===== src/rtl/qrs_pkg.sv =====
`default_nettype none
// ---------------------------------------------------------------------------
// qrs_pkg: shared definitions of the quadratic root solver
// Default number format, queue depth and the job class passed from the
// classifier to the solver back end.
// ---------------------------------------------------------------------------
package qrs_pkg;

    localparam int QRS_COEF_WIDTH  = 32;
    localparam int QRS_FRAC_BITS   = 16;
    localparam int QRS_QUEUE_DEPTH = 4;

    // Job class decided in the front end
    typedef enum logic [2:0] {
        K_INF,   // a, b, c all zero
        K_NONE,  // no real root
        K_LIN,   // a zero: root -c/b
        K_ONE,   // double root -b/2a
        K_TWO    // two roots through the square root
    } t_kind;

endpackage
`default_nettype wire


===== src/rtl/qrs_queue.sv =====
`default_nettype none
// ---------------------------------------------------------------------------
// qrs_queue: job queue between classifier and solver
// Small circular buffer, first in first out.
// ---------------------------------------------------------------------------
module qrs_queue
    import qrs_pkg::*;
#(
    parameter int DATA_W = 8,
    parameter int DEPTH  = QRS_QUEUE_DEPTH
) (
    input  wire logic              i_clk,
    input  wire logic              i_rst_n,
    input  wire logic              i_push,
    input  wire logic [DATA_W-1:0] i_data,
    output logic                   o_full,
    input  wire logic              i_pop,
    output logic [DATA_W-1:0]      o_data,
    output logic                   o_empty
);
    localparam int AW = (DEPTH > 1) ? $clog2(DEPTH) : 1;
    localparam int CW = $clog2(DEPTH + 1);

    logic [DATA_W-1:0] r_mem [DEPTH];
    logic [AW-1:0]     r_wr_ptr, r_rd_ptr;
    logic [CW-1:0]     r_count;

    assign o_full  = r_count == CW'(DEPTH);
    assign o_empty = r_count == '0;
    assign o_data  = r_mem[r_rd_ptr];

    always_ff @(posedge i_clk) begin
        if (!i_rst_n) begin
            r_wr_ptr <= '0;
            r_rd_ptr <= '0;
            r_count  <= '0;
        end else begin
            if (i_push) begin
                r_wr_ptr <= (r_wr_ptr == AW'(DEPTH - 1)) ? '0 : r_wr_ptr + AW'(1);
            end
            if (i_pop) begin
                r_rd_ptr <= (r_rd_ptr == AW'(DEPTH - 1)) ? '0 : r_rd_ptr + AW'(1);
            end
            if (i_push && !i_pop) begin
                r_count <= r_count + CW'(1);
            end else if (i_pop && !i_push) begin
                r_count <= r_count - CW'(1);
            end
        end
    end

    always_ff @(posedge i_clk) begin
        if (i_push) begin
            r_mem[r_wr_ptr] <= i_data;
        end
    end

endmodule
`default_nettype wire


===== config.mk =====
export PLATFORM = sky130hd
export DESIGN_NAME = qrs_queue
export DESIGN_NICKNAME = d
export VERILOG_FILES = /design/src/rtl/qrs_pkg.sv /design/src/rtl/qrs_queue.sv
export SDC_FILE = /design/constraint.sdc
export NUM_CORES = 1
export LEC_CHECK = 0
export ABC_CLOCK_PERIOD_IN_PS = 1440
export BUFFER_PORTS_ARGS = -buffer_cell sky130_fd_sc_hd__clkbuf_2
export CAP_MARGIN = 10
export CORE_UTILIZATION = 50
export CTS_CLUSTER_SIZE = 16
export DETAILED_ROUTE_END_ITERATION = 7
export GPL_ROUTABILITY_DRIVEN = 0
export PLACE_DENSITY = 0.79
export SYNTH_ARGS = -nofsm -noshare
export SYNTH_HDL_FRONTEND = slang
export SYNTH_SLANG_ARGS = --single-unit

===== constraint.sdc =====
create_clock -name i_clk -period 1.44 [get_ports i_clk]
set_clock_uncertainty 0.2 [all_clocks]
set_input_delay 0 -clock i_clk [delete_from_list [all_inputs] [get_ports i_clk]]
set_output_delay 0 -clock i_clk [all_outputs]
set_load 0.005 [all_outputs]

=== Word-level counts from Yosys, hierarchy flattened ===
Memory sizes are Yosys's and may differ from the RTL's. A register that Yosys moved wholly into a read port is not among the register bits.
Index checks and enable logic that the tools add are counted.

* Add/sub/neg operators: 4
* Eq/ne operators: 3
* Muxes and demuxes: 8
* Reductions and logical operators: 6

{| class="wikitable"
|+ Operators by type and width
! cell !! count
|-
| $mux 2 || 4
|-
| $mux 3 || 2
|-
| $add 2x1->2 const B || 2
|-
| $eq 2x2->1 const B || 2
|-
| $add 3x1->3 const B || 1
|-
| $eq 3x3->1 const B || 1
|-
| $logic_not 3->1 || 1
|-
| $sub 3x1->3 const B || 1
|-
| $logic_and 1x1->1 || 2
|-
| $logic_not 1->1 || 2
|-
| $mux 1 || 2
|-
| $reduce_bool 2->1 || 1
|}

* Register bits after elaboration: 7
* Memory bits (writable): 32
* Input bits: 12
* Output and inout bits: 10
* Logic and storage cells: 25
* Memories: 1

{| class="wikitable"
|+ Memories
! memory !! words !! bits a word !! rd ports !! clocked after memory_dff !! wr ports !! RTL line !! source
|-
| r_mem || 4 || 8 || 1 || 1 || 1 || qrs_queue.sv:24 || <nowiki>logic [DATA_W-1:0] r_mem [DEPTH];</nowiki>
|}

=== Logic depth before layout (Yosys ltp) ===
* Depth after elaboration: 4
* Depth in mapped cells: 7
* Depth with buffers taken out: 7

=== Worst setup path after synthesis ===
Ideal clock, no wire load.

* Path type: reg-to-reg
* Start point: reg r_count[0]
* End point: reg r_count[2]
* Setup time: 70 ps
* Arrival: 1323 ps
* Required time: 1170 ps
* Slack: -153 ps
* Cell stages (with the launch flop): 5
* Buffers on the path: 0
* Clock period less this slack: 1593 ps
* Cell sequence: dfxtp_1 fa_1 xor2_1 or3_1 a21boi_1

* Cells in the longest elaborated chain, start to end: 3
* Elaborated cells on any way between the ends: 4
* Those cells by class: add/sub: 2; mux: 2

{| class="wikitable"
|+ RTL lines
! item !! RTL line !! source
|-
| start, declared || qrs_queue.sv:26 || <nowiki>logic [CW-1:0] r_count;</nowiki>
|-
| start signal, assigned || qrs_queue.sv:45 || <nowiki>r_count <= r_count + CW'(1);</nowiki>
|-
| start signal, assigned || qrs_queue.sv:47 || <nowiki>r_count <= r_count - CW'(1);</nowiki>
|-
| $sub 3x1->3 || qrs_queue.sv:47 ||
|-
| $mux 3 || qrs_queue.sv:46 || <nowiki>end else if (i_pop && !i_push) begin</nowiki>
|-
| $mux 3 * || qrs_queue.sv:44 || <nowiki>if (i_push && !i_pop) begin</nowiki>
|}

Mark *: on every way between the ends. The rest lies on a longest branch, timed or not. The select of a mux whose other input is x is not followed.
A chain may end at the register's enable or synchronous reset.

==> flow_summary_export.csv <==
group,metric,value,unit
status,status,"finished, violations left",
status,violations,"setup timing",
synthesis,syn_nets,105,
clock_tree,htreeDepth,2,
power_and_ir_drop,p_leak,0.824,nW
setup_path,cp-end-kind,"output pin",
synthesis,yosysSeqAreaShare,0.706,
detailed_routing,ant_nets,0,
detailed_routing,drt-total-wl,2.56,mm
detailed_routing,first_pass_iters,3,
synthesis,synth_edf_count,32,
min_path,min_path_cells,4,
finish,finalNonFillerCells,186,
grt,grt_max_degree,13,
timing,period_needed,1.66,ns
synthesis,synth_area_leader_cell,"edfxtp_1",
timing,max-slew-margin-rel,0.735,
setup_path,rr_worst_depth,4,
synthesis,synth_top_area_share,0.595,
floorplanning,dieWidth,58.8,microns
synthesis,ys_warn_count,0,
grt,grt_pass1_wl,4.24,mm
power_and_ir_drop,seq_power_share,0.561,
detailed_routing,post-route-drc-count,0,
synthesis,synthMostInstantiatedCell,"edfxtp_1",
synthesis,yosysUniqueCellTypes,20,
finish,diodes,0,
setup_path,path_cells,"buf_6 -> mux4_2 -> clkbuf_2",
finish,n_fill_cell,230,
clock_tree,root_buffer,"clkbuf_4",
clock_tree,tritoncts,"done",
floorplanning,dieArea,0.00346,sq mm
setup_path,max_stage_delay,0.50,ns
placed_design,dp.cells,164,
floorplanning,ios,22,
placed_design,port_buffers,21,
timing,setup-violations-final,9,
grt,gr-usage-all-layers,0.181,
timing,setup_slack,-0.224,ns
clock_tree,postCtsSetupRepairBufs,0,
floorplanning,rows,20,
clock_tree,cts_inserted_buffers,5,
synthesis,syn_area,0.00162,sq mm
setup_path,crit_path_top_delay_cell,"mux4_2",
job,drv_cap,0,
synthesis,synth_cells,86,
power_and_ir_drop,combPwrFrac,0.148,
detailed_routing,avgViaCountPerCell,4.87,
power_and_ir_drop,p_switching,0.000538,W
min_path,hold_path_class,"primary input to flip-flop",
setup_path,cp.arrival,1.46,ns
grt,antenna_found_initial,0,
setup_path,critPathRequiredTime,1.24,ns
setup_path,crit_fanout,4,
clock_tree,clk_latency,0.35,ns
floorplanning,die_y,58.8,microns
timing,grt_setup_unrepaired,"true",
clock_tree,clk_path_buf_depth,2,
placed_design,hpwl,1.70,mm
finish,finalCoreUtilization,0.699,
clock_tree,clkTransAtPathRegs,0.12,ns
finish,nets,160,
detailed_routing,drtIter0Drc,29,
timing,maxSlewViolCount,0,
timing,fin_crit_sh,1.16,
detailed_routing,wl_per_cell,13.8,microns
finish,drive_above_1_share,0.423,
grt,grt_pass1_vias,933,
setup_path,path_class,"flip-flop to output pin",
synthesis,synth_ff_type,"edfxtp_1",
timing,tightest_slew,0.397,ns
synthesis,avgSynthCellArea,18.8,sq um
synthesis,synth-async-reset-ratio,0,
finish,area_growth,32.1,%
floorplanning,core_area,0.00305,sq mm
placed_design,pre_cts_slack,-0.210,ns
power_and_ir_drop,sw_frac_of_total,0.218,
timing,finalHoldViolCount,0,
power_and_ir_drop,p_int,0.00192,W
power_and_ir_drop,power_density,1150,mW/mm^2
power_and_ir_drop,pwr-share-clk,0.291,
finish,postLayoutCellArea,0.00213,sq mm
power_and_ir_drop,ir_drop,814,uV
clock_tree,clock_sinks,41,
synthesis,synth.area.top_cells,"edfxtp_1 59%, dfxtp_1 11%, mux4_2 11%",
synthesis,ys_ff_latch,41,
grt,grt_overflow,0,
synthesis,ys_top_cells_by_count,"32 x edfxtp_1, 9 x dfxtp_1, 8 x mux4_2, 6 x ha_1",
timing,fmax,0.601,GHz
setup_path,cp-start-kind,"flip-flop",
floorplanning,initial_core_util,0.529,
detailed_routing,vias,906,
placed_design,place_area,0.00189,sq mm
per-stage QoR:
step	TNS, ns	total power (W)	hold WS [ns]
floorplan	-0.0367	0.00157	-0.101
global placement	-0.412	0.00171	0.0132
detailed placement	-0.748	0.00173	0.0216
CTS	-2.05	0.00248	0.0304
global route	-2.58	0.00257	0.0227
finish	-1.82	0.00246	0.0271
worst max-delay path, delay by kind of cell, from the launching register on:
kind | cells | cell delay, ns
buffers and inverters | 2 | 0.26
DFF | 1 | 0.37
muxes | 1 | 0.50
metal layers:
layer | routed length [microns] | part of all wire | GRT usage | up-vias
met2 | 1320 | 0.51 | 0.302 | 20
met3 | 111 | 0.043 | 0.0747 | 6
li1 | - | - | - | 440
met1 | 1080 | 0.42 | 0.195 | 440
met5 | 0 | 0 | 0 | -
met4 | 60 | 0.023 | 0.102 | 0
registers in the layout (all words and copies together) (netlist names), named ones only:
register and cells:
r_mem 32, r_count 3, r_rd_ptr 2, r_wr_ptr 2
cells by family (layout without fill, tap and decap cells):
logic type	Yosys count	after routing	share of synthesized area
flip-flops	41	41	0.706
multiplexers	12	12	0.136
AND/OR/NAND/NOR	15	15	0.0558
buffers and inverters	6	62	0.0194
AO/OA/AOI/OAI	3	3	0.0124
XOR/XNOR	2	2	0.0108
adder cells (fa/ha/maj)	7	7	0.0589
worst paths after layout:
check,slack (ns),to,startpoint
setup / recovery,-0.22,o_data[4],flip-flop
hold / removal,0.03,r_mem[1][3],i_push
setup reg to reg,-0.15,r_count[2],r_count[1]
hold reg to reg,0.35,flip-flop,r_rd_ptr[1]
power groups by stage:
stage	clock (W)	sequential [W]	combinational [W]
after floorplan	0	0.00140	0.000174
after global placement	0	0.00140	0.000306
after detailed placement	0	0.00141	0.000316
after CTS	0.000738	0.00138	0.000354
after global routing	0.000781	0.00139	0.000401
final	0.000717	0.00138	0.000364
placed cells by master (no fill, tap or decap), types with 3 or more instances in the layout:
cell type	count
buf_6	3
edfxtp_1	32
nor2b_1	5
inv_1	4
buf_4	11
dlygate4sd3_1	14
mux2i_1	4
clkbuf_2	21
dfxtp_2	4
dfxtp_1	5
ha_1	6
mux4_2	8
clkbuf_4	5
what timing repair did:
item / CTS / global route
endpoints found under the setup margin: 17 / 22
endpoints found under the hold margin: 41 / 0
gates resized for setup: 4 / 6
hold buffers: 14 / 0
final cells by class:
type                       count  area [sq um]  share of cell area
clock buffer                   6          41.3              0.0194
timing repair buffer          50           382               0.179
inverter                       4          15.0             0.00704
tap                           44          55.1              0.0258
multi-input combinational     39           460               0.216
sequential                    41          1150               0.537
clock inverter                 2          33.8              0.0158
No activity file was read; power rests on OpenSTA's default activity.
