`config.mk`:
```
export PLATFORM = sky130hd
export DESIGN_NAME = qrs_back_flat
export DESIGN_NICKNAME = d
export VERILOG_FILES = /design/src/rtl/qrs_pkg.sv /design/src/rtl/qrs_root_if.sv /design/src/rtl/qrs_back.sv /design/src/flat_wrapper.sv
export SDC_FILE = /design/constraint.sdc
export NUM_CORES = 1
export LEC_CHECK = 0
export ABC_AREA = 1
export BUFFER_PORTS_ARGS = -buffer_cell sky130_fd_sc_hd__buf_4
export CORE_ASPECT_RATIO = 0.75
export CORE_MARGIN = 2
export CORE_UTILIZATION = 56
export DETAILED_ROUTE_END_ITERATION = 10
export PLACE_DENSITY_LB_ADDON = 0.15
export SLEW_MARGIN = 30
export SYNTH_ARGS = -nofsm -noshare
export SYNTH_HDL_FRONTEND = slang
export SYNTH_SLANG_ARGS = --single-unit
```
`constraint.sdc`:
```
create_clock -name i_clk -period 10.5 [get_ports i_clk]
set_input_delay 1.05 -clock i_clk [delete_from_list [all_inputs] [get_ports i_clk]]
set_output_delay 1.05 -clock i_clk [all_outputs]
set_load 0.02 [all_outputs]
```
`src/rtl/qrs_pkg.sv`:
```
`default_nettype none
// ---------------------------------------------------------------------------
// qrs_pkg: shared definitions of the quadratic root solver
// Default number format, queue depth and the job class passed from the
// classifier to the solver back end.
// ---------------------------------------------------------------------------
package qrs_pkg;

    localparam int QRS_COEF_WIDTH  = 32;
    localparam int QRS_FRAC_BITS   = 16;
    localparam int QRS_QUEUE_DEPTH = 4;

    // Job class decided in the front end
    typedef enum logic [2:0] {
        K_INF,   // a, b, c all zero
        K_NONE,  // no real root
        K_LIN,   // a zero: root -c/b
        K_ONE,   // double root -b/2a
        K_TWO    // two roots through the square root
    } t_kind;

endpackage
`default_nettype wire

```
`src/rtl/qrs_root_if.sv`:
```
`default_nettype none
// ---------------------------------------------------------------------------
// qrs_root_if: result channel
// One beat carries the outcome class, both roots and the clamp flag.
// ---------------------------------------------------------------------------
interface qrs_root_if #(
    parameter int WIDTH = 32
);
    logic                    valid;
    logic                    ready;
    logic [1:0]              outcome;
    logic signed [WIDTH-1:0] root_first;
    logic signed [WIDTH-1:0] root_second;
    logic                    saturated;

    modport source (output valid, output outcome, output root_first, output root_second,
                    output saturated, input ready);
    modport sink   (input valid, input outcome, input root_first, input root_second,
                    input saturated, output ready);
endinterface
`default_nettype wire

```
`src/rtl/qrs_back.sv`:
```
`default_nettype none
// ---------------------------------------------------------------------------
// qrs_back: solver back end
// Bit serial square root and one shared restoring divider, result register.
// ---------------------------------------------------------------------------
module qrs_back
    import qrs_pkg::*;
#(
    parameter int COEF_WIDTH = QRS_COEF_WIDTH,
    parameter int FRAC_BITS  = QRS_FRAC_BITS
) (
    input  wire logic               i_clk,
    input  wire logic               i_rst_n,
    input  wire logic [5*COEF_WIDTH+8:0] i_entry,
    input  wire logic               i_empty,
    output logic                    o_pop,
    qrs_root_if.source              o_root
);
    localparam int W    = COEF_WIDTH;
    localparam int F    = FRAC_BITS;
    localparam int DW   = 2 * W + 2;   // discriminant
    localparam int SW   = W + 1;       // square root
    localparam int SRW  = W + 4;       // root remainder
    localparam int NMW  = W + 2;       // numerator magnitude
    localparam int NW   = NMW + F;     // scaled numerator / quotient
    localparam int DENW = W + 1;
    localparam int RW   = W + 2;       // divide remainder
    localparam int CW   = $clog2(NW + 1);

    localparam logic [1:0] OUT_INF  = 2'd0;
    localparam logic [1:0] OUT_NONE = 2'd1;
    localparam logic [1:0] OUT_ONE  = 2'd2;
    localparam logic [1:0] OUT_TWO  = 2'd3;

    typedef enum logic [2:0] {S_IDLE, S_SQRT, S_PREP, S_DIV, S_DONE} t_state;

    // queue entry fields
    logic [2:0]      e_kind_bits;
    t_kind           e_kind;
    logic            e_neg, e_na, e_nb;
    logic [W-1:0]    e_mb, e_num;
    logic [DENW-1:0] e_den;
    logic [DW-1:0]   e_d;

    t_state          r_state;
    logic [CW-1:0]   r_cnt;
    logic [1:0]      r_outc;
    logic            r_two, r_second, r_na, r_nb, r_sat;
    logic [W-1:0]    r_mb, r_root1, r_root2;
    logic [DENW-1:0] r_den;
    logic [DW-1:0]   r_sq_d;
    logic [SRW-1:0]  r_sq_rem;
    logic [SW-1:0]   r_sq_root;
    logic [NW-1:0]   r_dv_num, r_dv_q;
    logic [RW-1:0]   r_dv_rem;
    logic            r_dv_neg, r_n2_neg;
    logic [NMW-1:0]  r_n2_mag;

    logic            r_o_valid, r_o_sat;
    logic [1:0]      r_o_outc;
    logic [W-1:0]    r_o_r1, r_o_r2;

    logic [SRW-1:0]  sq_rem_sh, sq_trial;
    logic            sq_ge;
    logic [W+2:0]    mb_ext, mbv, n1, n2, n1_abs, n2_abs;
    logic            n1_neg, n2_neg;
    logic [RW-1:0]   dv_rem_sh, dv_den;
    logic            dv_ge, dv_sat;
    logic [W-1:0]    dv_lim, dv_val, dv_root;

    assign {e_kind_bits, e_neg, e_na, e_nb, e_mb, e_num, e_den, e_d} = i_entry;
    assign e_kind = t_kind'(e_kind_bits);

    assign o_pop = (r_state == S_IDLE) && !i_empty;

    assign o_root.valid       = r_o_valid;
    assign o_root.outcome     = r_o_outc;
    assign o_root.root_first  = r_o_r1;
    assign o_root.root_second = r_o_r2;
    assign o_root.saturated   = r_o_sat;

    always_comb begin
        // one result bit per step of the square root
        sq_rem_sh = {r_sq_rem[SRW-3:0], r_sq_d[DW-1:DW-2]};
        sq_trial  = {1'b0, r_sq_root, 2'b01};
        sq_ge     = sq_rem_sh >= sq_trial;

        // -b + s and -b - s, signed
        mb_ext = {3'b000, r_mb};
        mbv    = r_nb ? mb_ext : (~mb_ext + {{(W+2){1'b0}}, 1'b1});
        n1     = mbv + {2'b00, r_sq_root};
        n2     = mbv - {2'b00, r_sq_root};
        n1_abs = n1[W+2] ? (~n1 + {{(W+2){1'b0}}, 1'b1}) : n1;
        n2_abs = n2[W+2] ? (~n2 + {{(W+2){1'b0}}, 1'b1}) : n2;
        n1_neg = n1[W+2] != r_na;
        n2_neg = n2[W+2] != r_na;

        // restoring divide step
        dv_rem_sh = {r_dv_rem[RW-2:0], r_dv_num[NW-1]};
        dv_den    = {1'b0, r_den};
        dv_ge     = dv_rem_sh >= dv_den;

        // clamp and sign
        dv_lim  = r_dv_neg ? {1'b1, {(W-1){1'b0}}} : {1'b0, {(W-1){1'b1}}};
        dv_sat  = r_dv_q > NW'(dv_lim);
        dv_val  = dv_sat ? dv_lim : r_dv_q[W-1:0];
        dv_root = r_dv_neg ? (~dv_val + {{(W-1){1'b0}}, 1'b1}) : dv_val;
    end

    always_ff @(posedge i_clk) begin
        if (!i_rst_n) begin
            r_state   <= S_IDLE;
            r_o_valid <= 1'b0;
        end else begin
            if (r_o_valid && o_root.ready) begin
                r_o_valid <= 1'b0;
            end
            unique case (r_state)
                S_IDLE: begin
                    if (!i_empty) begin
                        r_na     <= e_na;
                        r_nb     <= e_nb;
                        r_mb     <= e_mb;
                        r_den    <= e_den;
                        r_root1  <= '0;
                        r_root2  <= '0;
                        r_sat    <= 1'b0;
                        r_two    <= 1'b0;
                        r_second <= 1'b0;
                        unique case (e_kind)
                            K_INF: begin
                                r_outc  <= OUT_INF;
                                r_state <= S_DONE;
                            end
                            K_NONE: begin
                                r_outc  <= OUT_NONE;
                                r_state <= S_DONE;
                            end
                            K_LIN, K_ONE: begin
                                r_outc   <= OUT_ONE;
                                r_dv_num <= {2'b00, e_num, {F{1'b0}}};
                                r_dv_rem <= '0;
                                r_dv_q   <= '0;
                                r_dv_neg <= e_neg;
                                r_cnt    <= CW'(NW);
                                r_state  <= S_DIV;
                            end
                            K_TWO: begin
                                r_outc    <= OUT_TWO;
                                r_two     <= 1'b1;
                                r_sq_d    <= e_d;
                                r_sq_rem  <= '0;
                                r_sq_root <= '0;
                                r_cnt     <= CW'(SW);
                                r_state   <= S_SQRT;
                            end
                            default: begin
                                r_outc  <= OUT_NONE;
                                r_state <= S_DONE;
                            end
                        endcase
                    end
                end
                S_SQRT: begin
                    if (r_cnt != '0) begin
                        r_sq_d    <= {r_sq_d[DW-3:0], 2'b00};
                        r_sq_root <= {r_sq_root[SW-2:0], sq_ge};
                        r_sq_rem  <= sq_ge ? (sq_rem_sh - sq_trial) : sq_rem_sh;
                        r_cnt     <= r_cnt - CW'(1);
                    end else begin
                        r_state <= S_PREP;
                    end
                end
                S_PREP: begin
                    r_dv_num <= {n1_abs[NMW-1:0], {F{1'b0}}};
                    r_dv_rem <= '0;
                    r_dv_q   <= '0;
                    r_dv_neg <= n1_neg;
                    r_n2_neg <= n2_neg;
                    r_n2_mag <= n2_abs[NMW-1:0];
                    r_cnt    <= CW'(NW);
                    r_state  <= S_DIV;
                end
                S_DIV: begin
                    if (r_cnt != '0) begin
                        r_dv_num <= {r_dv_num[NW-2:0], 1'b0};
                        r_dv_q   <= {r_dv_q[NW-2:0], dv_ge};
                        r_dv_rem <= dv_ge ? (dv_rem_sh - dv_den) : dv_rem_sh;
                        r_cnt    <= r_cnt - CW'(1);
                    end else begin
                        r_sat <= r_sat | dv_sat;
                        if (r_two && !r_second) begin
                            // first root done, reuse the divider for the second
                            r_root1  <= dv_root;
                            r_second <= 1'b1;
                            r_dv_num <= {r_n2_mag, {F{1'b0}}};
                            r_dv_rem <= '0;
                            r_dv_q   <= '0;
                            r_dv_neg <= r_n2_neg;
                            r_cnt    <= CW'(NW);
                        end else begin
                            if (r_second) begin
                                r_root2 <= dv_root;
                            end else begin
                                r_root1 <= dv_root;
                            end
                            r_state <= S_DONE;
                        end
                    end
                end
                S_DONE: begin
                    if (!r_o_valid || o_root.ready) begin
                        r_o_valid <= 1'b1;
                        r_o_outc  <= r_outc;
                        r_o_r1    <= r_root1;
                        r_o_r2    <= r_root2;
                        r_o_sat   <= r_sat;
                        r_state   <= S_IDLE;
                    end
                end
                default: begin
                    r_state <= S_IDLE;
                end
            endcase
        end
    end

endmodule
`default_nettype wire

```
`src/flat_wrapper.sv`:
```
// flat-port wrapper written by rule: the top's interface ports become plain ports
module qrs_back_flat import qrs_pkg::*;
#(
    parameter int COEF_WIDTH = QRS_COEF_WIDTH,
    parameter int FRAC_BITS  = QRS_FRAC_BITS
)
  (i_clk, i_rst_n, i_entry, i_empty, o_pop, o_root_valid, o_root_outcome, o_root_root_first, o_root_root_second, o_root_saturated, o_root_ready);
  qrs_root_if o_root_i ();
  input  wire logic i_clk;
  input  wire logic i_rst_n;
  input  wire logic [5*COEF_WIDTH+8:0] i_entry;
  input  wire logic i_empty;
  output logic o_pop;
  output wire logic [$bits(o_root_i.valid)-1:0] o_root_valid;
  output wire logic [$bits(o_root_i.outcome)-1:0] o_root_outcome;
  output wire logic [$bits(o_root_i.root_first)-1:0] o_root_root_first;
  output wire logic [$bits(o_root_i.root_second)-1:0] o_root_root_second;
  output wire logic [$bits(o_root_i.saturated)-1:0] o_root_saturated;
  input wire logic [$bits(o_root_i.ready)-1:0] o_root_ready;
  assign o_root_valid = o_root_i.valid;
  assign o_root_outcome = o_root_i.outcome;
  assign o_root_root_first = o_root_i.root_first;
  assign o_root_root_second = o_root_i.root_second;
  assign o_root_saturated = o_root_i.saturated;
  assign o_root_i.ready = o_root_ready;
  qrs_back #(.COEF_WIDTH(COEF_WIDTH), .FRAC_BITS(FRAC_BITS)) u_core (.i_clk(i_clk), .i_rst_n(i_rst_n), .i_entry(i_entry), .i_empty(i_empty), .o_pop(o_pop), .o_root(o_root_i));
endmodule
```
=== Yosys cells after proc, flatten, opt, wreduce, memory -nomap -nowiden ===
Cells that the tools add are included.

* Flip-flop bits (word level): 515
* Input port bits: 173
* Output and inout port bits: 69
* Logic and storage cells: 166

* $add $sub $neg: 9
* Magnitude comparators: 3
* Equal/unequal tests: 22
* Multiplexer cells: 73
* Bitwise gates (word level): 6
* Reductions and logical operators: 27

{| class="wikitable"
|+ Operators by type and width
! kind !! number
|-
| 50-bit 2-to-1 mux || 8
|-
| 32-bit 2-to-1 mux || 10
|-
| 50-bit case mux with 3 select lines || 2
|-
| 33-bit 2-to-1 mux || 8
|-
| 34-bit 2-to-1 mux || 6
|-
| 66-bit 2-to-1 mux || 3
|-
| 66-bit case mux with 2 select lines || 1
|-
| 32-bit case mux with 2 select lines || 2
|-
| 33-bit case mux with 3 select lines || 1
|-
| 34-bit by 1-bit adder with 34-bit output (second input constant) || 2
|-
| 34-bit inverter || 2
|-
| 34-bit case mux with 2 select lines || 1
|-
| 33-bit case mux with 2 select lines || 1
|-
| 50-bit by 32-bit greater-than comparator with 1-bit output || 1
|-
| 36-bit by 35-bit greater-or-equal comparator with 1-bit output || 1
|-
| 35-bit by 1-bit adder with 35-bit output (second input constant) || 1
|-
| 35-bit by 33-bit adder with 35-bit output || 1
|-
| 35-bit 2-to-1 mux || 1
|-
| 32-bit inverter with 35-bit output || 1
|-
| 35-bit by 33-bit subtractor with 35-bit output || 1
|-
| 34-bit by 33-bit greater-or-equal comparator with 1-bit output || 1
|-
| 34-bit subtractor || 1
|-
| 33-bit subtractor || 1
|-
| 32-bit by 1-bit adder with 32-bit output (second input constant) || 1
|-
| 36 further kinds || 82
|}

=== Longest topological paths before layout ===
Gate-level depths: netlist of run 1.

* Depth after elaboration: 10
* Depth in mapped cells: 33
* Gate-level depth less buffers: 32

=== Least setup slack after synthesis of run 1 ===
No wires, ideal clock.

* Path kind: flip-flop to flip-flop
* Start: register u_core.r_cnt[0]
* End: register u_core.r_dv_num[16], enable pin
* Library setup time: 0.736 ns
* Data arrival time: 9.397 ns
* Required time: 9.764 ns
* Slack: 0.367 ns
* Stages on the path, launching flop included: 9
* Buffers on the path: 2
* Clock period less this slack: 10.133 ns
* Cell sequence: edfxtp_1 > inv_1 > ha_1 > and3_1 > clkbuf_1 > inv_2 > buf_1 > nor2_1 > nor3_1

* Longest elaborated chain between the ends: 3

{| class="wikitable"
|+ RTL lines
! item !! line !! RTL
|-
| start: declaration || qrs_back.sv:46 || <nowiki>logic [CW-1:0] r_cnt;</nowiki>
|-
| start signal: assignment || qrs_back.sv:145 || <nowiki>r_cnt <= CW'(NW);</nowiki>
|-
| start signal: assignment || qrs_back.sv:154 || <nowiki>r_cnt <= CW'(SW);</nowiki>
|-
| start signal: assignment || qrs_back.sv:169 || <nowiki>r_cnt <= r_cnt - CW'(1);</nowiki>
|-
| 6-bit nonzero test || qrs_back.sv:185 || <nowiki>if (r_cnt != '0) begin</nowiki>
|-
| 3-bit by 1-bit inequality test with 1-bit output (no line) || -- ||
|-
| 5-bit AND reduction (no line) || -- ||
|-
| end signal: assignment || qrs_back.sv:175 || <nowiki>r_dv_num <= {n1_abs[NMW-1:0], {F{1'b0}}};</nowiki>
|-
| end signal: assignment || qrs_back.sv:186 || <nowiki>r_dv_num <= {r_dv_num[NW-2:0], 1'b0};</nowiki>
|-
| end signal: assignment || qrs_back.sv:196 || <nowiki>r_dv_num <= {r_n2_mag, {F{1'b0}}};</nowiki>
|-
| end: declaration || qrs_back.sv:54 || <nowiki>logic [NW-1:0] r_dv_num, r_dv_q;</nowiki>
|}

No other way between the ends.
A chain may end at the register's enable or synchronous reset.

=== Worst setup path after layout of run 1 ===
* Start: register u_core.r_mb[2]
* End: register u_core.r_dv_num[23] (data pin)

* Longest elaborated chain between the ends: 8

{| class="wikitable"
|+ RTL lines
! item !! line !! RTL
|-
| start: declaration || qrs_back.sv:49 || <nowiki>logic [W-1:0] r_mb, r_root1, r_root2;</nowiki>
|-
| start signal: assignment || qrs_back.sv:123 || <nowiki>r_mb <= e_mb;</nowiki>
|-
| 32-bit inverter with 35-bit output || qrs_back.sv:90 || <nowiki>mbv = r_nb ? mb_ext : (~mb_ext + {{(W+2){1'b0}}, 1'b1});</nowiki>
|-
| 35-bit by 1-bit adder with 35-bit output || qrs_back.sv:90 ||
|-
| 35-bit 2-to-1 mux (*) || qrs_back.sv:90 ||
|-
| 35-bit by 33-bit adder with 35-bit output (*) || qrs_back.sv:91 || <nowiki>n1 = mbv + {2'b00, r_sq_root};</nowiki>
|-
| 34-bit inverter || qrs_back.sv:93 || <nowiki>n1_abs = n1[W+2] ? (~n1 + {{(W+2){1'b0}}, 1'b1}) : n1;</nowiki>
|-
| 34-bit by 1-bit adder with 34-bit output || qrs_back.sv:93 ||
|-
| 34-bit 2-to-1 mux (*) || qrs_back.sv:93 ||
|-
| 50-bit case mux with 3 select lines (*) || qrs_back.sv:118 || <nowiki>unique case (r_state)</nowiki>
|-
| end signal: assignment || qrs_back.sv:141 || <nowiki>r_dv_num <= {2'b00, e_num, {F{1'b0}}};</nowiki>
|-
| end signal: assignment || qrs_back.sv:175 ||
|-
| end signal: assignment || qrs_back.sv:186 ||
|}

Mark *: on every way between the ends. The rest lies on a longest branch, timed or not.

==> results of run 1 <==
-- synth_stat cells (all sizes together) (4+ instances only) --
cell type  count
a21oi        265
a21o          16
a21boi         8
o21ai        258
o21bai        16
nor2         570
o31ai          5
nand2        994
clkbuf        53
and3           4
buf           53
inv          467
nand3        226
dfxtp          4
edfxtp       495
a211oi         6
nor3          43
and2           5
xor2          93
xnor2         57
or2            6
ha           173
o21a          10
nand3b        11
a31oi         12
nor4          14
o211ai        17
nand4         38
-- layout make-up --
class	count	area share, %
multi-input combinational	2859	41.45
sequential	499	40.98
timing repair buffer	264	5.534
inverter	470	4.851
clock buffer	60	3.592
tap	780	2.676
clock inverter	35	0.9195
-- layer usage --
metal  GRT usage [%]  up-vias
met5               0        -
met4           5.521        0
met3           6.125       85
met2           42.35     1034
met1           47.24    12673
li1                -    13489
-- flip-flops by register name, summed over array words and instances (netlist names), 2 cells and up --
signal                     cells
u_core.o_root.outcome          2
u_core.o_root.root_first      32
u_core.o_root.root_second     32
u_core.r_cnt                   6
u_core.r_den                  33
u_core.r_dv_num               34
u_core.r_dv_q                 50
u_core.r_dv_rem               33
u_core.r_mb                   32
u_core.r_n2_mag               34
u_core.r_outc                  2
u_core.r_root1                32
u_core.r_root2                32
u_core.r_sq_d                 66
u_core.r_sq_rem               34
u_core.r_sq_root              33
u_core.r_state                 3
-- power breakdown --
| group | switching (mW) | leakage (nW) | total (mW) | internal, mW |
|---|---|---|---|---|
| sequential | 0.183 | 4.63 | 3.03 | 2.85 |
| combinational | 2.92 | 10.4 | 4.14 | 1.23 |
| clock | 0.812 | 0.784 | 1.81 | 1.00 |
-- cells by family after synthesis --
| logic type | count (synthesis) | synth area share (%) |
|---|---|---|
| xor+xnor | 150 | 4.232 |
| compound gates | 620 | 10.66 |
| fa+ha+maj | 176 | 6.891 |
| flops | 499 | 46.29 |
| buf+inv | 576 | 7.178 |
| simple gates | 1913 | 24.75 |
-- worst max-delay path by stage --
stage	to	cells past startpoint	startpoint	slack, ns
after floorplan	u_core.r_dv_num[16]	8	u_core.r_cnt[0]	0.37
after global placement	u_core.r_dv_num[23]	27	u_core.r_mb[2]	5.39
after detailed placement	u_core.r_dv_num[23]	27	u_core.r_mb[2]	5.18
after CTS	u_core.r_dv_num[23]	27	u_core.r_mb[2]	5.16
after global routing	u_core.r_dv_num[23]	27	u_core.r_mb[2]	4.45
final	u_core.r_dv_num[23]	27	u_core.r_mb[2]	5.05
==> results.cfg, run 1 <==
[synth]
ys_types = 58
yosysTopAreaCell = edfxtp_1
synth_seq_area_share_pct = 46.29
syn_avg_cell_area_sq_um = 8.206
ys_seq_elements = 499
synthFlopType = edfxtp_1
synth-async-reset-ratio_pct = 0
synth_area_sq_mm = 0.03228
yosys_warnings = 0
synth.top_cell.area_share_pct = 46.04
synth_area_leaders = edfxtp_1 46%, nand2_1 11%, ha_1 6.7%
synth_cells = 3934
synthesis.nets = 4283
synth_edf_count = 495

[clocking]
clockBufferDepth = 3
cts_setup_buffers = 0
hold_buffers = 0
cts_tree = done
clk_latency_ns = 0.63
cts.clk_slew.worst_paths_ns = 0.07
cts_sinks = 499
cts_root_buf = clkbuf_16
cts_buffers = 51
h-tree-depth = 2
post_cts_resized = 0

[layout]
ff_latch_area_sq_mm = 0.01494
final_cells = 4967
areaGrowthSynthToFinish_pct = 12.96
final_area_sq_mm = 0.03647
final_nets = 4494
fillers = 5031
fin_util_pct = 63.70
drive_above_1_share_pct = 11.03
layout_commonest_cell = nand2_1
multiInputGateArea_sq_mm = 0.01511
mostFrequentLayoutCells = 968 x nand2_1, 538 x nor2_1, 495 x edfxtp_1
diodes = 0

[die]
fp-row-count = 76
fp.dieH_um = 211.9
io_pins = 242
core_sq_mm = 0.05724
initial_core_util_pct = 56.40
dieArea_sq_mm = 0.05961
die_x_um = 281.2

[drt]
drc_errors = 0
wl_met3_mm = 8.244
wl_met1_mm = 44.10
drt_iter0_drc = 2744
via_count = 27281
highest_layer = met4
postRouteAntennaNets = 0
wl_per_cell_um = 18.12
viasPerCell = 5.492
drt-pass1-iter-count = 6
routed-wl-met2_mm = 36.26
wirelength_mm = 90.00

[global_route]
grt_pass1_wl_mm = 138.4
grt_max_degree = 99
grt_antenna_before_repair = 0
grt_overflow = 0
grt_pass1_vias = 25064
grt_usage_pct = 29.91

[sta]
hold_violations = 0
final.min_clock_period_ns = 5.450
worst_slew_pin_slew_ns = 0.9384
finalWorstSetupSlack_ns = 5.050
post-route-period-util_pct = 51.91
slew_viol_final = 0
setup_tns_ns = 0
slew_headroom_pct = 37.44
setup_viol = 0
rsz0062_at_grt = no
holdWs_ns = 0.4111
final.setup_skew_ns = 0.04507
clock.fmax_mhz = 183.5

[setup_path]
cp.buffers_inverters = 3
slowest_stage = nand2_2
r2r_setup_slack_ns = 5.05
r2r_start = u_core.r_mb[2]
crit_fanout = 48
critical_path_class = register to register
rr_endpoint = u_core.r_dv_num[23]
worstRegToRegCells = 27
crit_family = simple AND/OR/NAND/NOR gates
cp_common_cell = nand2_1
max_stage_delay_ns = 0.67
worstPathArrival_ns = 5.80
crit_path_end_kind = register
required_ns = 10.85
critPathLaunchType = register

[hold_path]
hold_depth = 0
hold_path_class = register to register
min-delay-start = u_core.r_root2[17]
hold_end = u_core.o_root.root_second[17]

[run]
drv_cap = 0

[pwr]
p_leak_nw = 15.83
powerDensity_mw_per_mm2 = 246.4
ir_drop_v = 0.0001638
finalPower_mw = 8.984

[placed_design]
io_buffers = 241
dpl_worst_slack_ns = 5.179
place_congestion = 0.9821
dpl_cell_area_sq_mm = 0.03482
dpl.hpwl_mm = 69.58
dp.cells = 4872

[run_status]
outcome = completed
Power figures use the tool's default switching activity.
==> inputs of run 2 (changes only) <==
Settings changed: ABC_AREA 1 to 0, CORE_UTILIZATION 56 to 55.
Clock period 10.5 ns to 4.95 ns, I/O delays scaled along.
==> run 2 against run 1 <==
Fmax up 13%; setup slack worse by 4.9 ns; first-iteration DRC count shrank 20%; sequential power increased by 75%; power up 52%; synthesized cell count is 25% lower; utilization up 3.1 points; non-clock buffer count increased by 155; global-route usage shrank 3.8 points; hold slack worse by 0.35 ns; routed wire length decreased by 16%; clock skew shrank 0.012 ns; largest cell class is now registers.
==> results.cfg, run 2 <==
[run_status]
outcome = completed

[placed_design]
dpl_cell_area_sq_mm = 0.03361
dp.cells = 3957
io_buffers = 241
dpl.hpwl_mm = 55.53
place_congestion = 0.9097
dpl_worst_slack_ns = -0.1758

[setup_path]
critPathLaunchType = register
max_stage_delay_ns = 0.57
worstPathArrival_ns = 5.17
crit_fanout = 5
crit_family = simple AND/OR/NAND/NOR gates
critPathLaunch = u_core.r_mb[9]
crit_path_end_kind = register
required_ns = 5.31
r2r_start = u_core.r_mb[9]
slowest_stage = or4_4
critical_path_class = register to register
cp_common_cell = buf_6
cp.buffers_inverters = 3
cp_cell_sequence = or4_4 -> nor2_4 -> buf_4 -> a21oi_1 -> xor2_1 -> ha_1 -> buf_6 -> and3_4 -> nand4_1 -> a211oi_4 -> o41ai_4 -> buf_6 -> o211ai_1 -> a31oi_2 -> xnor2_2 -> or3_4 -> nor3_2 -> and4bb_2 -> a41oi_2 -> xnor2_1

[clocking]
clockBufferDepth = 3
cts_tree = done
cts_buffers = 50
hold_buffers = 0
h-tree-depth = 2
clk_latency_ns = 0.61
cts.clk_slew.worst_paths_ns = 0.06
cts_sinks = 499
cts_root_buf = clkbuf_16

[sta]
final.min_clock_period_ns = 4.818
final.setup_skew_ns = 0.03312
clock.fmax_mhz = 207.6
post-route-period-util_pct = 97.33
slew_viol_final = 0
setup_viol = 0
slew_headroom_pct = 38.25
worst_slew_pin_slew_ns = 0.9240
finalWorstSetupSlack_ns = 0.1321
hold_violations = 0

[drt]
wl_per_cell_um = 18.65
drc_errors = 0
via_count = 23574
viasPerCell = 5.806
drt-pass1-iter-count = 6
postRouteAntennaNets = 0
drt_iter0_drc = 2196
wirelength_mm = 75.71

[global_route]
grt_max_degree = 130
grt_overflow = 0
grt_antenna_before_repair = 2
grt_usage_pct = 26.08
grt_pass1_vias = 22379
grt_pass1_wl_mm = 117.8

[layout]
final_area_sq_mm = 0.03613
largest-register = u_core.r_sq_d
final_nets = 3647
largest_reg_flops = 66
layout_commonest_cell = edfxtp_1
fillers = 4230
top_regs = u_core.r_sq_d x66, u_core.r_dv_q x50
mostFrequentLayoutCells = 495 x edfxtp_1, 403 x buf_4, 373 x nand2_1
drive_above_1_share_pct = 20.29
areaGrowthSynthToFinish_pct = 20.73
final_cells = 4060

[run]
drv_cap = 0

[pwr]
p_leak_nw = 14.59
powerDensity_mw_per_mm2 = 378.6
ir_drop_v = 0.0003045

[synth]
synth_area_leaders = edfxtp_1 50%, ha_1 7.2%, nand2_1 4.7%
syn_avg_cell_area_sq_um = 10.12
synthesis.nets = 3305
synth.top_cell.area_share_pct = 49.67
yosysTopAreaCell = edfxtp_1
synth_edf_count = 495
synthFlopType = edfxtp_1
synth-async-reset-ratio_pct = 0
synth_area_sq_mm = 0.02993
ys_types = 98
ys_top_cells_by_count = 495 x edfxtp_1, 376 x nand2_1, 270 x nor2_1
synth_seq_area_share_pct = 49.94
yosysMostFrequentCell = edfxtp_1
synth_cells = 2956
ys_seq_elements = 499
yosys_warnings = 0

[die]
dieArea_sq_mm = 0.05631
io_pins = 242
initial_core_util_pct = 55.35
core_sq_mm = 0.05407
die_x_um = 273.4
fp.dieH_um = 206.0
fp-row-count = 74

[hold_path]
hold_path_class = input pin to register
min-delay-start = i_entry[96]
==> run 2: cell count changes after synthesis, sizes merged, moves of 36 or more <==
cell | previous run | this run
a21o | 16 | 65
and3 | 4 | 62
clkbuf | 53 | 103
inv | 467 | 155
mux2i | 0 | 39
nand2 | 994 | 376
nand2b | 0 | 36
nand3 | 226 | 63
nor2 | 570 | 271
o21ai | 258 | 151
o31ai | 5 | 49
xnor2 | 57 | 140
==> run 2: where the power goes <==
group	leakage (nW)	internal, mW	switching [mW]
logic	9.11	1.82	2.54
clock network	0.863	2.34	1.68
registers	4.62	5.14	0.166
total	14.6	9.30	4.38
==> run 2: routing by layer <==
metal  global-route usage (%)  vias up  wire [um]
met4                    6.889        0       1610
li1                         -    11403          -
met5                        0        -          0
met2                    40.78      820      34420
met1                    38.36    11237      34960
met3                    3.439      114       4716
==> run 2: area by class of cell <==
type / instances / area [sq um] / share of cell area, %
inverters: 157 / 590.6 / 1.635
clock buffers: 52 / 1259 / 3.484
flip-flops and latches: 499 / 14940 / 41.36
multi-input cells: 2171 / 14640 / 40.52
clock inverters: 38 / 483.0 / 1.337
repair buffers: 419 / 3306 / 9.149
well taps: 722 / 903.4 / 2.500
diodes: 2 / 5.005 / 0.01385
==> run 2: cells by family (layout without fill, tap and decap cells) <==
| logic type | Yosys count | after routing | synth area share [%] |
|---|---|---|---|
| simple gates | 1027 | 1027 | 15.98 |
| compound gates | 708 | 708 | 15.10 |
| flops | 499 | 499 | 49.94 |
| buf+inv | 286 | 666 | 3.717 |
| xor+xnor | 219 | 219 | 6.460 |
| fa+ha+maj | 176 | 176 | 7.434 |
| mux | 41 | 41 | 1.380 |
| other cells | 0 | 2 | 0 |
==> run 2: repair_timing <==
action,in CTS,in global routing
buffers inserted,1,11
pin swaps,3,38
resized for setup,15,117
endpoints found under the setup margin,33,66
endpoints found under the hold margin,0,0
==> run 2: metrics by stage <==
step / setup TNS (ns) / power (mW) / hold slack, ns / util (%)
6_report: 0 / 13.68 / 0.05932 / 66.82
5_1_grt: -0.2802 / 14.34 / 0.03428 / 66.82
4_1_cts: 0 / 13.47 / 0.02835 / 65.54
3_5_place_dp: -2.300 / 9.425 / 0.4045 / 62.17
3_3_place_gp: -0.6772 / 9.316 / 0.4007 / 62.13
2_1_floorplan: 0 / 8.023 / 0.4003 / -
==> run 2: path summary, 6_finish.rpt <==
path / endpoint / slack [ns] / cells after the start
worst max-delay path: u_core.r_n2_mag[33] / 0.13 / 20
worst min-delay path: u_core.r_den[30] / 0.06 / 1
worst max register to register: u_core.r_n2_mag[33] / 0.13 / 20
worst min register to register: u_core.o_root.root_second[27] / 0.42 / 0
